===== config.mk =====
export PLATFORM = sky130hd
export DESIGN_NAME = dndm_queue
export DESIGN_NICKNAME = d
export VERILOG_FILES = /design/src/design/dndm_pkg.sv /design/src/design/dndm_queue.sv
export SDC_FILE = /design/constraint.sdc
export NUM_CORES = 1
export LEC_CHECK = 0
export BUFFER_PORTS_ARGS = -buffer_cell sky130_fd_sc_hd__buf_4
export CORE_MARGIN = 8
export CORE_UTILIZATION = 27
export CTS_CLUSTER_SIZE = 30
export DETAILED_ROUTE_END_ITERATION = 10
export GPL_TIMING_DRIVEN = 1
export PLACE_DENSITY = 0.48
export SLEW_MARGIN = 20
export SYNTH_ARGS = -nofsm -noshare
export SYNTH_HDL_FRONTEND = slang
export SYNTH_SLANG_ARGS = --single-unit

===== constraint.sdc =====
create_clock -name clk -period 12.6 [get_ports clk]
set_input_delay 1.26 -clock clk [delete_from_list [all_inputs] [get_ports clk]]
set_output_delay 1.26 -clock clk [all_outputs]
set_load 0.005 [all_outputs]

===== src/design/dndm_pkg.sv =====
// Shared constants, codes and types of the depth neighbor difference mask.
package dndm_pkg;

  localparam int MAX_WIDTH  = 1024;
  localparam int MAX_HEIGHT = 1024;
  localparam int DEPTH_BITS = 16;
  localparam int COORD_W    = 10;
  localparam int DIM_W      = 11;
  localparam int LIMIT_W    = 19;
  localparam int SUM_W      = 19;
  localparam int PART_W     = 18;
  localparam int ADDR_W     = $clog2(MAX_WIDTH);
  localparam int CFG_IDX_W  = 2;
  localparam int CFG_DATA_W = 19;
  localparam int NB_COUNT   = 8;
  localparam int Q_DEPTH    = 2;
  localparam int Q_PTR_W    = $clog2(Q_DEPTH);
  localparam int Q_CNT_W    = $clog2(Q_DEPTH + 1);

  localparam logic [CFG_IDX_W-1:0] REG_IMAGE_WIDTH  = 2'd0;
  localparam logic [CFG_IDX_W-1:0] REG_IMAGE_HEIGHT = 2'd1;
  localparam logic [CFG_IDX_W-1:0] REG_DIFF_LIMIT   = 2'd2;

  localparam logic [DIM_W-1:0]   WIDTH_RESET  = 11'd640;
  localparam logic [DIM_W-1:0]   HEIGHT_RESET = 11'd480;
  localparam logic [LIMIT_W-1:0] LIMIT_RESET  = 19'd1000;
  localparam logic [DIM_W-1:0]   DIM_MIN      = 11'd3;

  typedef logic [DEPTH_BITS-1:0] depth_t;
  typedef logic [COORD_W-1:0]    coord_t;

  // One complete 3x3 window: the centre and its eight neighbors.
  typedef struct packed {
    coord_t                    row;
    coord_t                    col;
    depth_t                    centre;
    depth_t [NB_COUNT-1:0]     nb;
  } win_item_t;

endpackage


===== src/design/dndm_queue.sv =====
// Short queue of complete windows between the front end and the back end.
module dndm_queue (
  input  logic                clk,
  input  logic                rst,
  input  logic                wr,
  input  dndm_pkg::win_item_t wr_item,
  output logic                q_full,
  input  logic                rd,
  output dndm_pkg::win_item_t rd_item,
  output logic                q_empty
);
  import dndm_pkg::*;

  win_item_t            slots [Q_DEPTH];
  logic [Q_PTR_W-1:0]   wr_ptr;
  logic [Q_PTR_W-1:0]   rd_ptr;
  logic [Q_CNT_W-1:0]   count;

  assign q_full  = (count == Q_CNT_W'(Q_DEPTH));
  assign q_empty = (count == '0);
  assign rd_item = slots[rd_ptr];

  always_ff @(posedge clk) begin
    if (rst) begin
      wr_ptr <= '0;
      rd_ptr <= '0;
      count  <= '0;
    end else begin
      if (wr) begin
        wr_ptr <= (wr_ptr == Q_PTR_W'(Q_DEPTH - 1)) ? '0 : wr_ptr + 1'b1;
      end
      if (rd) begin
        rd_ptr <= (rd_ptr == Q_PTR_W'(Q_DEPTH - 1)) ? '0 : rd_ptr + 1'b1;
      end
      if (wr && !rd) begin
        count <= count + 1'b1;
      end else if (rd && !wr) begin
        count <= count - 1'b1;
      end
    end
  end

  always_ff @(posedge clk) begin
    if (wr) begin
      slots[wr_ptr] <= wr_item;
    end
  end

endmodule


==> impl_metrics.yaml <==
clock_tree:
  cts_tree: "done"
  cts.repair.resized: 0
  clock-root-buffer: "clkbuf_16"
  clkTransAtPathRegs_ns: 0.05
  cts_made_buffers: 38
  cts.path.max_buffers: 3
  worstSkewPairLatency_ns: 0.53
  cts_sinks: 333
  ctsHoldBuffers: 0
  cts-htree-levels: 2
  postCtsSetupRepairBufs: 0
placement:
  port_buffers: 333
  globalplace.congestion: 0.7025
  place_area_um2: 15210
  place_hpwl_um: 19200
floorplanning:
  die_h_um: 227.8
  die_area_um2: 51870
  initial_core_util: 0.2738
  core_um2: 44220
  ios: 334
  die_x_um: 227.8
  fp-row-count: 77
sta:
  setup_viol: 0
  worst_pin_slew_ns: 1.012
  clock.fmax_ghz: 0.2479
  rsz0062_at_grt: "no"
  maxSlewHeadroom: 0.3255
  setup-tns-final_ns: 0
  hold_violations: 0
  fin_crit_sh: 0.3202
  period_minus_slack_ns: 4.034
  hold_slack_ns: 0.5144
  final_max_slew_viol_count: 0
  clock_skew_ns: 0.009518
power:
  pwr-share-comb: 0.108
  power.internal_w: 0.002085
  p_sw_frac: 0.2105
  switching_power_w: 0.0005559
  powerDensity_nw_per_um2: 161.2
  p_total_w: 0.002641
  peakVddDrop_v: 0.00009692
  leakage_nw: 5.999
  p_clk_frac: 0.394
  p_seq_frac: 0.498
yosys:
  yosys_warnings: 0
  synth_nets: 701
  synth-edff-count: 328
  synth.avg_cell_area_um2: 22.76
  yosys.area.top_type_share: 0.8136
  netlist_area_um2: 12110
  async_flop_share: 0
  synthCells: 532
  yosysSeqAreaShare: 0.8218
  ys_ff_latch: 333
  yosys-top-cells-area: "edfxtp_1 81%, mux2_2 15%, buf_6 1.7%"
  yosys.area.top_type: "edfxtp_1"
  synthTopCellsByCount: "328 x edfxtp_1, 164 x mux2_2, 18 x buf_6, 5 x dfxtp_1, 5 x nor2_1"
  synthFlopType: "edfxtp_1"
  post-synth-top-count-cell: "edfxtp_1"
  ys_types: 15
drt:
  num_vias: 6192
  post_drt_wl_per_cell_um: 19.04
  drtPass1Iterations: 4
  dr.first_iter.drc_count: 321
  drt-total-wl_um: 28770
  post-route-drc-count: 0
  vias_per_cell: 4.098
  final_antenna_net_count: 0
min_path:
  worstHoldStart: "rd_ptr"
  holdPathStages: 2
  hold_path_class: "flop to flop"
setup_path:
  slowest_delay_ns: 0.78
  rrSetupSlack_ns: 10.21
  crit_family: "buffers and inverters"
  path_cells: "buf_4 -> mux2_2 -> buf_4"
  end_kind: "output port"
  worstPathArrival_ns: 2.77
  r2r-end: "slots[1][60]"
  path_class: "flop to output port"
  reg2regPathDepth: 2
  cp_slowest_cell: "dfxtp_4"
  cp_max_fo: 64
  critPathLaunchType: "flop"
  path_buf_inv: 2
  crit_top_cell: "buf_4"
  r2r-start: "wr_ptr"
  cp_data_required_time_ns: 11.34
final_layout:
  antennaDiodeCount: 0
  drive_gt1_frac: 0.6028
  fin_util: 0.3705
  fin_nets: 1063
  area_growth_pct: 35.32
  final_area_um2: 16380
job:
  cap_violations: 0
grt:
  grt_max_degree: 68
  grt_pass1_wl_um: 42400
  grt_pass1_vias: 6576
  antenna_found_initial: 0
  track_usage: 0.1064
  gr-total-overflow: 0
run_status:
  status: "completed"
layout make-up:
class	count	area (um^2)
fill	4169	27840
sequential	333	9953
timing repair buffer	340	2552
multi-input combinational	180	1961
clock buffer	50	1060
tap	592	740.7
clock inverter	15	112.6
inverter	1	3.754
cell families after synthesis:
| group | after synthesis | synth area share |
|---|---|---|
| AO/OA/AOI/OAI | 2 | 0.0008260 |
| buffers and inverters | 19 | 0.01705 |
| XOR/XNOR | 4 | 0.002894 |
| flip-flops | 333 | 0.8218 |
| adder cells (fa/ha/maj) | 1 | 0.001033 |
| AND/OR/NAND/NOR | 9 | 0.003825 |
| multiplexers | 164 | 0.1525 |
per-stage QoR:
stage               std cells  setup slack (ns)
floorplan                 532             3.544
global placement         1446             9.012
detailed placement       1446             9.034
CTS                      1511             8.448
global route             1511             8.391
finish                   1511             8.566
sequential cells by signal (all words and copies together), names as in the netlist, named ones only:
signal	cells
slots	328
wr_ptr	1
rd_ptr	1
count	2
worst max-delay path by stage:
| stage | startpoint | cells past startpoint | to | slack (ns) |
|---|---|---|---|---|
| finish | flop | 3 | rd_item[32] | 8.57 |
| global route | flop | 3 | rd_item[62] | 8.39 |
| CTS | flop | 3 | rd_item[45] | 8.45 |
| detailed placement | flop | 3 | rd_item[45] | 9.03 |
| global placement | flop | 3 | rd_item[45] | 9.01 |
| floorplan | wr | 1 | slots[0][0] | 3.54 |
power groups by stage:
stage               sequential (W)  combinational, W  clock [W]
CTS                        0.00132          0.000298    0.00108
global placement           0.00134          0.000296          0
floorplan                  0.00134          0.000132          0
finish                     0.00131          0.000286    0.00104
global route               0.00132          0.000312    0.00111
detailed placement         0.00134          0.000296          0
metal layers:
metal | up-vias | part of all wire | GRT usage
met4 | 0 | 0.024 | 0.03996
met1 | 3096 | 0.41 | 0.1245
met3 | 44 | 0.081 | 0.04356
met2 | 204 | 0.49 | 0.1736
met5 | - | 0 | 0
li1 | 2848 | - | -
worst register-to-register path: stages (launching register included):
cell and delay (ns):
dfxtp_1 0.40, and2_4 0.63, buf_4 0.84
cells in the final DEF, fill, tap and decap left out:
cell	instances
edfxtp_1	328
nor2_1	5
o21ai_0	1
xor2_1	2
clkinv_2	3
mux2_2	164
dfxtp_4	1
buf_4	340
and2b_2	1
xnor2_1	2
nor2b_4	1
ha_1	1
clkbuf_1	9
clkbuf_16	41
clkinv_1	10
dfxtp_1	4
or3_1	1
inv_1	1
and2_4	1
a21oi_1	1
bufinv_16	2
Note: power is estimated with default switching activity, not from simulation.
