==> src/design/dndm_pkg.sv <==
// Shared constants, codes and types of the depth neighbor difference mask.
package dndm_pkg;

  localparam int MAX_WIDTH  = 1024;
  localparam int MAX_HEIGHT = 1024;
  localparam int DEPTH_BITS = 16;
  localparam int COORD_W    = 10;
  localparam int DIM_W      = 11;
  localparam int LIMIT_W    = 19;
  localparam int SUM_W      = 19;
  localparam int PART_W     = 18;
  localparam int ADDR_W     = $clog2(MAX_WIDTH);
  localparam int CFG_IDX_W  = 2;
  localparam int CFG_DATA_W = 19;
  localparam int NB_COUNT   = 8;
  localparam int Q_DEPTH    = 2;
  localparam int Q_PTR_W    = $clog2(Q_DEPTH);
  localparam int Q_CNT_W    = $clog2(Q_DEPTH + 1);

  localparam logic [CFG_IDX_W-1:0] REG_IMAGE_WIDTH  = 2'd0;
  localparam logic [CFG_IDX_W-1:0] REG_IMAGE_HEIGHT = 2'd1;
  localparam logic [CFG_IDX_W-1:0] REG_DIFF_LIMIT   = 2'd2;

  localparam logic [DIM_W-1:0]   WIDTH_RESET  = 11'd640;
  localparam logic [DIM_W-1:0]   HEIGHT_RESET = 11'd480;
  localparam logic [LIMIT_W-1:0] LIMIT_RESET  = 19'd1000;
  localparam logic [DIM_W-1:0]   DIM_MIN      = 11'd3;

  typedef logic [DEPTH_BITS-1:0] depth_t;
  typedef logic [COORD_W-1:0]    coord_t;

  // One complete 3x3 window: the centre and its eight neighbors.
  typedef struct packed {
    coord_t                    row;
    coord_t                    col;
    depth_t                    centre;
    depth_t [NB_COUNT-1:0]     nb;
  } win_item_t;

endpackage

==> src/design/dndm_back.sv <==
// Back end: difference terms, adder tree, threshold compare and result register.
module dndm_back (
  input  logic                         clk,
  input  logic                         rst,
  input  dndm_pkg::win_item_t          head,
  input  logic                         head_valid,
  output logic                         head_take,
  input  logic [dndm_pkg::LIMIT_W-1:0] diff_limit,
  output logic                         empty,
  input  logic                         pop,
  output dndm_pkg::coord_t             row,
  output dndm_pkg::coord_t             col,
  output logic [dndm_pkg::SUM_W-1:0]   diff_sum,
  output logic                         mark
);
  import dndm_pkg::*;

  logic   a_valid;
  coord_t a_row;
  coord_t a_col;
  depth_t a_term [NB_COUNT];

  logic              b_valid;
  coord_t            b_row;
  coord_t            b_col;
  logic [PART_W-1:0] b_lo;
  logic [PART_W-1:0] b_hi;

  logic              o_valid;
  logic [SUM_W-1:0]  sum_c;

  logic   rdy_o;
  logic   rdy_b;
  logic   rdy_a;
  depth_t term [NB_COUNT];

  assign rdy_o     = !o_valid || pop;
  assign rdy_b     = !b_valid || rdy_o;
  assign rdy_a     = !a_valid || rdy_b;
  assign head_take = head_valid && rdy_a;
  assign empty     = !o_valid;

  // A zero neighbor adds nothing, and a zero centre leaves the sum at zero.
  always_comb begin
    for (int i = 0; i < NB_COUNT; i++) begin
      if (head.centre == '0 || head.nb[i] == '0) begin
        term[i] = '0;
      end else if (head.centre >= head.nb[i]) begin
        term[i] = head.centre - head.nb[i];
      end else begin
        term[i] = head.nb[i] - head.centre;
      end
    end
  end

  assign sum_c = SUM_W'(b_lo) + SUM_W'(b_hi);

  always_ff @(posedge clk) begin
    if (rst) begin
      a_valid <= 1'b0;
      b_valid <= 1'b0;
      o_valid <= 1'b0;
    end else begin
      if (rdy_a) begin
        a_valid <= head_valid;
      end
      if (rdy_b) begin
        b_valid <= a_valid;
      end
      if (rdy_o) begin
        o_valid <= b_valid;
      end
    end
  end

  always_ff @(posedge clk) begin
    if (head_take) begin
      a_row <= head.row;
      a_col <= head.col;
      for (int i = 0; i < NB_COUNT; i++) begin
        a_term[i] <= term[i];
      end
    end
    if (rdy_b && a_valid) begin
      b_row <= a_row;
      b_col <= a_col;
      b_lo  <= PART_W'(a_term[0]) + PART_W'(a_term[1])
             + PART_W'(a_term[2]) + PART_W'(a_term[3]);
      b_hi  <= PART_W'(a_term[4]) + PART_W'(a_term[5])
             + PART_W'(a_term[6]) + PART_W'(a_term[7]);
    end
    if (rdy_o && b_valid) begin
      row      <= b_row;
      col      <= b_col;
      diff_sum <= sum_c;
      mark     <= (sum_c != '0) && (sum_c < diff_limit);
    end
  end

endmodule

==> config.mk <==
export PLATFORM = sky130hd
export DESIGN_NAME = dndm_back
export DESIGN_NICKNAME = d
export VERILOG_FILES = /design/src/design/dndm_pkg.sv /design/src/design/dndm_back.sv
export SDC_FILE = /design/constraint.sdc
export NUM_CORES = 1
export LEC_CHECK = 0
export BUFFER_PORTS_ARGS = -buffer_cell sky130_fd_sc_hd__buf_2
export CORE_AREA = 2 2 213 215
export CTS_BUF_LIST = sky130_fd_sc_hd__clkbuf_2 sky130_fd_sc_hd__clkbuf_4 sky130_fd_sc_hd__clkbuf_8
export CTS_CLUSTER_SIZE = 24
export DETAILED_ROUTE_END_ITERATION = 8
export DIE_AREA = 0 0 215 217
export HOLD_SLACK_MARGIN = 0.1
export PLACE_DENSITY = 0.74
export SLEW_MARGIN = 20
export SYNTH_ARGS = -nofsm -noshare
export SYNTH_HDL_FRONTEND = slang
export SYNTH_SLANG_ARGS = --single-unit
==> constraint.sdc <==
create_clock -name clk -period 16.2 [get_ports clk]
set_input_delay 1.62 -clock clk [delete_from_list [all_inputs] [get_ports clk]]
set_output_delay 1.62 -clock clk [all_outputs]
set_load 0.02 [all_outputs]
==> results of run 1 <==
## cell families (layout without fill, tap and decap cells)
group	after synthesis	after routing	synth area share (%)
and+or+nand+nor	591	591	12.1
adders and majority gates	399	399	23.2
muxes	89	89	3.84
DFF	247	247	30.6
buffers and inverters	324	558	5.28
AOI/OAI and AO/OA	750	750	20.1
xor gates and xnor gates	134	134	4.86
## path summary, 6_finish.rpt
kind                                    from            end  slack (ns)  depth (start not counted)
worst min-delay path                b_row[1]         row[1]        0.41                          0
worst min register to register      b_row[1]         row[1]        0.41                          0
worst max register to register  a_term[1][0]       b_hi[15]       11.66                         14
worst max-delay path               head[128]  a_term[0][44]       10.77                         14
## registers in the layout, indices dropped and copies added, names as in the netlist, 10 cells and up
register,cells
a_col,10
a_row,10
a_term,128
b_col,10
b_hi,18
b_lo,18
b_row,10
col,10
diff_sum,19
row,10
## metrics by stage
step	hold slack, ns	util [%]
after global routing	0.421	59.7
after detailed placement	0.405	57.7
after global placement	0.401	57.7
after CTS	0.414	59.7
after floorplan	0.400	-
final	0.411	59.7
## cells in the final DEF, fill, tap and decap left out, types with 9 or more instances in the layout
master | synthesis | final
a211oi_1 | 19 | 19
clkinv_1 | 0 | 11
a31oi_1 | 29 | 29
mux2_2 | 26 | 26
a21boi_0 | 14 | 13
and2_1 | 9 | 9
a21oi_1 | 241 | 241
nand2b_1 | 34 | 34
nand3_1 | 27 | 27
and3_1 | 10 | 10
ha_1 | 318 | 318
mux2i_1 | 62 | 62
a21o_1 | 157 | 157
nand4_1 | 42 | 42
a311oi_1 | 9 | 9
nor4_1 | 41 | 41
fa_1 | 81 | 81
nor2b_1 | 71 | 69
o31ai_1 | 10 | 10
o21bai_1 | 40 | 40
o21ai_0 | 121 | 121
edfxtp_1 | 244 | 244
o21a_1 | 11 | 11
nor2_1 | 208 | 208
inv_1 | 245 | 245
xor2_1 | 44 | 44
nor3_1 | 24 | 24
buf_2 | 17 | 228
nand2_1 | 92 | 92
a2111oi_0 | 11 | 11
xnor2_1 | 90 | 90
clkbuf_8 | 0 | 42
o221ai_1 | 9 | 9
## metal layers
metal,up-vias,routed length [um],GRT usage [%]
li1,9575,-,-
met5,-,0,0
met1,9863,33500,45.4
met4,0,4270,15.9
met3,204,6960,6.01
met2,1029,33800,51.3
## synth_stat cells (6+ instances only)
| cell | n |
|---|---|
| o31ai_1 | 10 |
| a221oi_1 | 8 |
| mux2i_1 | 62 |
| nand4_1 | 42 |
| o21a_1 | 11 |
| nor2_1 | 208 |
| nand2_1 | 92 |
| a2111oi_0 | 11 |
| or2_2 | 8 |
| o211ai_1 | 8 |
| ha_1 | 318 |
| nand3_1 | 27 |
| and2_1 | 9 |
| xnor2_1 | 90 |
| buf_2 | 17 |
| a21boi_0 | 14 |
| a211oi_1 | 19 |
| inv_1 | 245 |
| o21ai_1 | 7 |
| a21oi_1 | 241 |
| o221ai_1 | 9 |
| fa_1 | 81 |
| o21ai_0 | 121 |
| o41ai_1 | 7 |
| nor2b_1 | 71 |
| a31o_2 | 6 |
| nor4_1 | 41 |
| mux2_2 | 26 |
| or3_1 | 8 |
| a21o_1 | 157 |
| a311oi_1 | 9 |
| clkbuf_1 | 53 |
| nor3_1 | 24 |
| nand2b_1 | 34 |
| o21bai_1 | 40 |
| and3_1 | 10 |
| edfxtp_1 | 244 |
| xor2_1 | 44 |
| a31oi_1 | 29 |
## critical path, stage by stage
cell	delay, ns
buf_2	0.33
inv_1	0.31
ha_1	0.31
fa_1	0.39
nor2b_1	0.13
o21ai_1	0.09
a21boi_0	0.17
o21ai_0	0.14
a221o_1	0.35
a21boi_2	0.83
mux2i_1	0.36
a31oi_1	0.15
o21ai_0	0.21
mux2_2	0.36
## power by group through the flow
| stage | clock network, mW | registers (mW) | logic [mW] |
|---|---|---|---|
| floorplan | 0 | 1.05 | 1.61 |
| global placement | 0 | 1.08 | 2.08 |
| detailed placement | 0 | 1.08 | 2.16 |
| CTS | 0.631 | 1.07 | 2.18 |
| global route | 0.659 | 1.08 | 2.44 |
| finish | 0.619 | 1.07 | 2.20 |
## area by class of cell
type,instances,area [um^2]
Timing Repair Buffer,237,1220
Inverter,245,920
Sequential cell,247,7390
Clock inverter,27,279
Clock buffer,49,631
Multi-Input combinational cell,1963,15500
Fill cell,3967,18000
Tap cell,600,751
==> results.toml, run 1 <==
[finish]
fin_area_um2 = 26700
synthToLayoutAreaGrowth_pct = 10.6
n_antenna_cell = 0
final_nets = 3322
finalNonFillerCells = 3368
drive_gt1_share_pct = 13.2

[clocking]
clk_pin_slew_ns = 0.07
numCtsBuffers = 42
post_cts_resized = 0
cts-root-buf = "clkbuf_8"
cts_tree = "built"
cts_sinks = 247
post-cts-setup-buffers = 0
htreeDepth = 2
insertion_delay_ns = 0.63
cts_hold_buf = 0
cts_buffer_depth = 3

[power_and_ir_drop]
pwr-share-seq_pct = 27.6
ir_worst_vdd_mv = 0.110
clkPwrFrac_pct = 15.9
powerDensity_nw_per_um2 = 146
switching_share_pct = 42.0
power.internal_mw = 2.25
p_leak_nw = 12.4
switching_power_mw = 1.63
power.total_mw = 3.89
p_comb_share_pct = 56.5

[detailed_routing]
dr.first_iter.drc_count = 1756
antenna_left = 0
drt_first_pass_iters = 6
wl_per_cell_um = 23.3
drcViolationCount = 0
dr_total_vias = 20700
totalWireLength_um = 78500
vias_per_cell = 6.14

[yosys]
synth_area_per_cell_um2 = 9.52
ys.flop_type = "edfxtp_1"
synth_top_cell_area_share_pct = 30.4
netlist_instances = 2534
synth-seq-cells = 247
synth_area_leaders = "edfxtp_1, ha_1, fa_1, a21oi_1, a21o_1"
seq_area_frac_synth_pct = 30.6
async_reset_ff_share_pct = 0
yosysWarnings = 0
synth_area_leader_cell = "edfxtp_1"
syn_area_um2 = 24100
ys_types = 78
synth_enable_flop_cells = 244
syn_nets = 3120

[global_routing]
antenna_found_initial = 0
overflow = 0
grt_pass1_vias = 20000
grt_max_degree = 149
grtUsageTotal_pct = 33.2
grt_pass1_wl_um = 117000

[worst_setup_path]
arrival_ns = 5.78
cp-end-kind = "flop"
worstPathRequired_ns = 16.55
start_kind = "input pin"
critPathKind = "in2reg"
crit_path_max_fanout = 21

[placed_design]
dpl-instance-area_um2 = 25800
port_buffers = 228
gp_congestion = 0.984
post-place-ws_ns = 10.27
dp_cells = 3292
hpwlAfterDp_um = 60300

[timing]
fin_crit_ns = 5.43
setup_viol = 0
rsz0062_at_grt = "no"
fmax_mhz = 184
hold_violations = 0
drv_slew = 0
layout_setup_ws_ns = 10.77
setup_tns_ns = 0
slew_headroom_pct = 26.3
worst-slew-pin-transition_ns = 1.10
skew_ns = 0.0297
finalCritPeriodShare_pct = 33.5

[outcome]
status = "completed"

[die]
die_w_um = 215
coreArea_um2 = 44700
dieArea_um2 = 46700
rows = 78
initial_core_util_pct = 54.0
die_h_um = 217
io_pins = 229

[hold_path]
hold_class = "reg2reg"

[run]
maxCapViolCount = 0
(Power assumes the default switching activity.)
==> run 2: changes to the inputs <==
- PLACE_DENSITY: 0.74 -> 0.77
- clock period: 16.2 -> 4.65 ns (I/O delays scaled with it)
==> run 2 against run 1 <==
Sequential power rose to 3.4 times the previous value. Critical path depth unchanged. Total power rose to 3.5 times the previous value. Setup slack worse by 10 ns. Critical path type is now reg2reg. Worst hold slack worse by 0.22 ns. Largest power group unchanged. Routed wire length up 0.11%. Sequential share of layout area down 0.49 points. Cell count up 1.7%.
==> results.toml, run 2 (synthesis gave the netlist of run 1 again) <==
[outcome]
status = "completed"

[power_and_ir_drop]
pwr-share-seq_pct = 27.2
clkPwrFrac_pct = 15.8
switching_power_mw = 5.70
power.internal_mw = 7.87
powerDensity_nw_per_um2 = 499
power.total_mw = 13.6
p_comb_share_pct = 57.0
switching_share_pct = 42.0
p_leak_nw = 12.6
ir_worst_vdd_mv = 0.413

[global_routing]
antenna_found_initial = 3
grt_max_degree = 41
overflow = 0
grtUsageTotal_pct = 33.0
grt_pass1_vias = 20300
grt_pass1_wl_um = 118000

[placed_design]
gp_congestion = 1.04
dpl-instance-area_um2 = 26000
port_buffers = 228
hpwlAfterDp_um = 61500

[timing]
finalCritPeriodShare_pct = 90.7
hold_violations = 0
drv_slew = 0
worst-slew-pin-transition_ns = 0.961
slew_headroom_pct = 35.9
setup_tns_ns = 0
rsz0062_at_grt = "no"
skew_ns = 0.0335
hold_slack_ns = 0.186
fmax_mhz = 237
fin_crit_ns = 4.22
setup_viol = 0

[finish]
largest_register_ffs = 128
fin_area_um2 = 27200
final_nets = 3377
fillers = 3828
final_cell_mix = "ha_1, inv_1, edfxtp_1"
drive_gt1_share_pct = 14.2
synthToLayoutAreaGrowth_pct = 12.6
utilization_pct = 60.8
layout_commonest_cell = "ha_1"
largestRegisters = "a_term x128, diff_sum x19"
regMostFlops = "a_term"

[run]
maxCapViolCount = 0

[detailed_routing]
drcViolationCount = 0
drt_first_pass_iters = 5
totalWireLength_um = 78600
antenna_left = 0
vias_per_cell = 6.11
wl_per_cell_um = 22.9
dr_total_vias = 20900
dr.first_iter.drc_count = 1766

[worst_setup_path]
worstPathRequired_ns = 4.97
arrival_ns = 4.53
start_kind = "flop"
crit_top_cell = "fa_1"
cpPeakStageDelay_ns = 0.56
crit_slowest_cell = "o41ai_1"
crit_path_max_fanout = 2
crit_chain = "fa_1 -> fa_1 -> ha_1 -> inv_1 -> fa_1 -> nor2b_1 -> o21ai_0 -> a21boi_0 -> o21ai_0 -> a21oi_1 -> a31o_2 -> nor4_1 -> o41ai_1 -> xor2_1"
regToRegStartpoint = "a_term[1][1]"
crit_path_start = "a_term[1][1]"
critPathKind = "reg2reg"
cp-end-kind = "flop"

[die]
die_w_um = 215
rows = 78
coreArea_um2 = 44700
dieArea_um2 = 46700
io_pins = 229
initial_core_util_pct = 54.0
die_h_um = 217

[clocking]
numCtsBuffers = 42
cts-root-buf = "clkbuf_8"
insertion_delay_ns = 0.63
cts_buffer_depth = 3
cts_tree = "built"
post-cts-setup-buffers = 0
clk_pin_slew_ns = 0.06
htreeDepth = 2
cts_sinks = 247

[hold_path]
min_from = "pop"
hold_class = "in2reg"
run 2: layout make-up:
type	count	area (um^2)	share of cell area, %
clock inverter	30	290	1.07
clock buffer	47	616	2.27
multi-input combinational	1963	15500	57.1
inverter	245	920	3.38
sequential	247	7390	27.2
timing repair buffer	292	1700	6.26
antenna	1	2.50	0.00921
tap	600	751	2.76
run 2: power by group through the flow:
| stage | registers [mW] | clock network [mW] | logic, mW |
|---|---|---|---|
| 4_1_cts | 3.69 | 2.18 | 7.60 |
| 3_3_place_gp | 3.72 | 0 | 7.21 |
| 3_5_place_dp | 3.73 | 0 | 7.51 |
| 6_report | 3.69 | 2.14 | 7.74 |
| 2_1_floorplan | 3.63 | 0 | 5.62 |
| 5_1_grt | 3.72 | 2.26 | 8.59 |
run 2: final timing paths:
kind         endpoint  slack, ns  depth (start not counted)
min reg2reg    col[1]       0.42                          0
max          b_hi[15]       0.43                         14
max reg2reg  b_hi[15]       0.43                         14
min           o_valid       0.19                          4
run 2: critical path: cells and delay by family (launching register included):
family	cells	cell delay, ns
adders and majority gates	4	1.66
AOI/OAI and AO/OA	6	1.46
DFF	1	0.40
and+or+nand+nor	2	0.17
xor gates and xnor gates	1	0.16
buffers and inverters	1	0.08
run 2: through the flow:
stage	worst slack, ns	std cells
2_1_floorplan	0.911	2534
3_3_place_gp	0.664	3324
3_5_place_dp	0.471	3324
4_1_cts	0.446	3423
5_1_grt	0.0486	3424
6_report	0.432	3425
run 2: repair_timing:
action                                  in CTS  in global routing
endpoints found under the hold margin       23                  0
gates resized for setup                      0                  0
endpoints found under the setup margin       0                  0
hold buffers                                22                  0
run 2: per-layer routing:
metal / part of all wire [%] / vias to the layer above / GRT usage, %
li1: - / 9687 / -
met1: 43 / 9964 / 45.7
met2: 43 / 1096 / 50.5
met3: 9.8 / 177 / 6.88
met4: 4.5 / 2 / 13.5
met5: 0.017 / - / 0
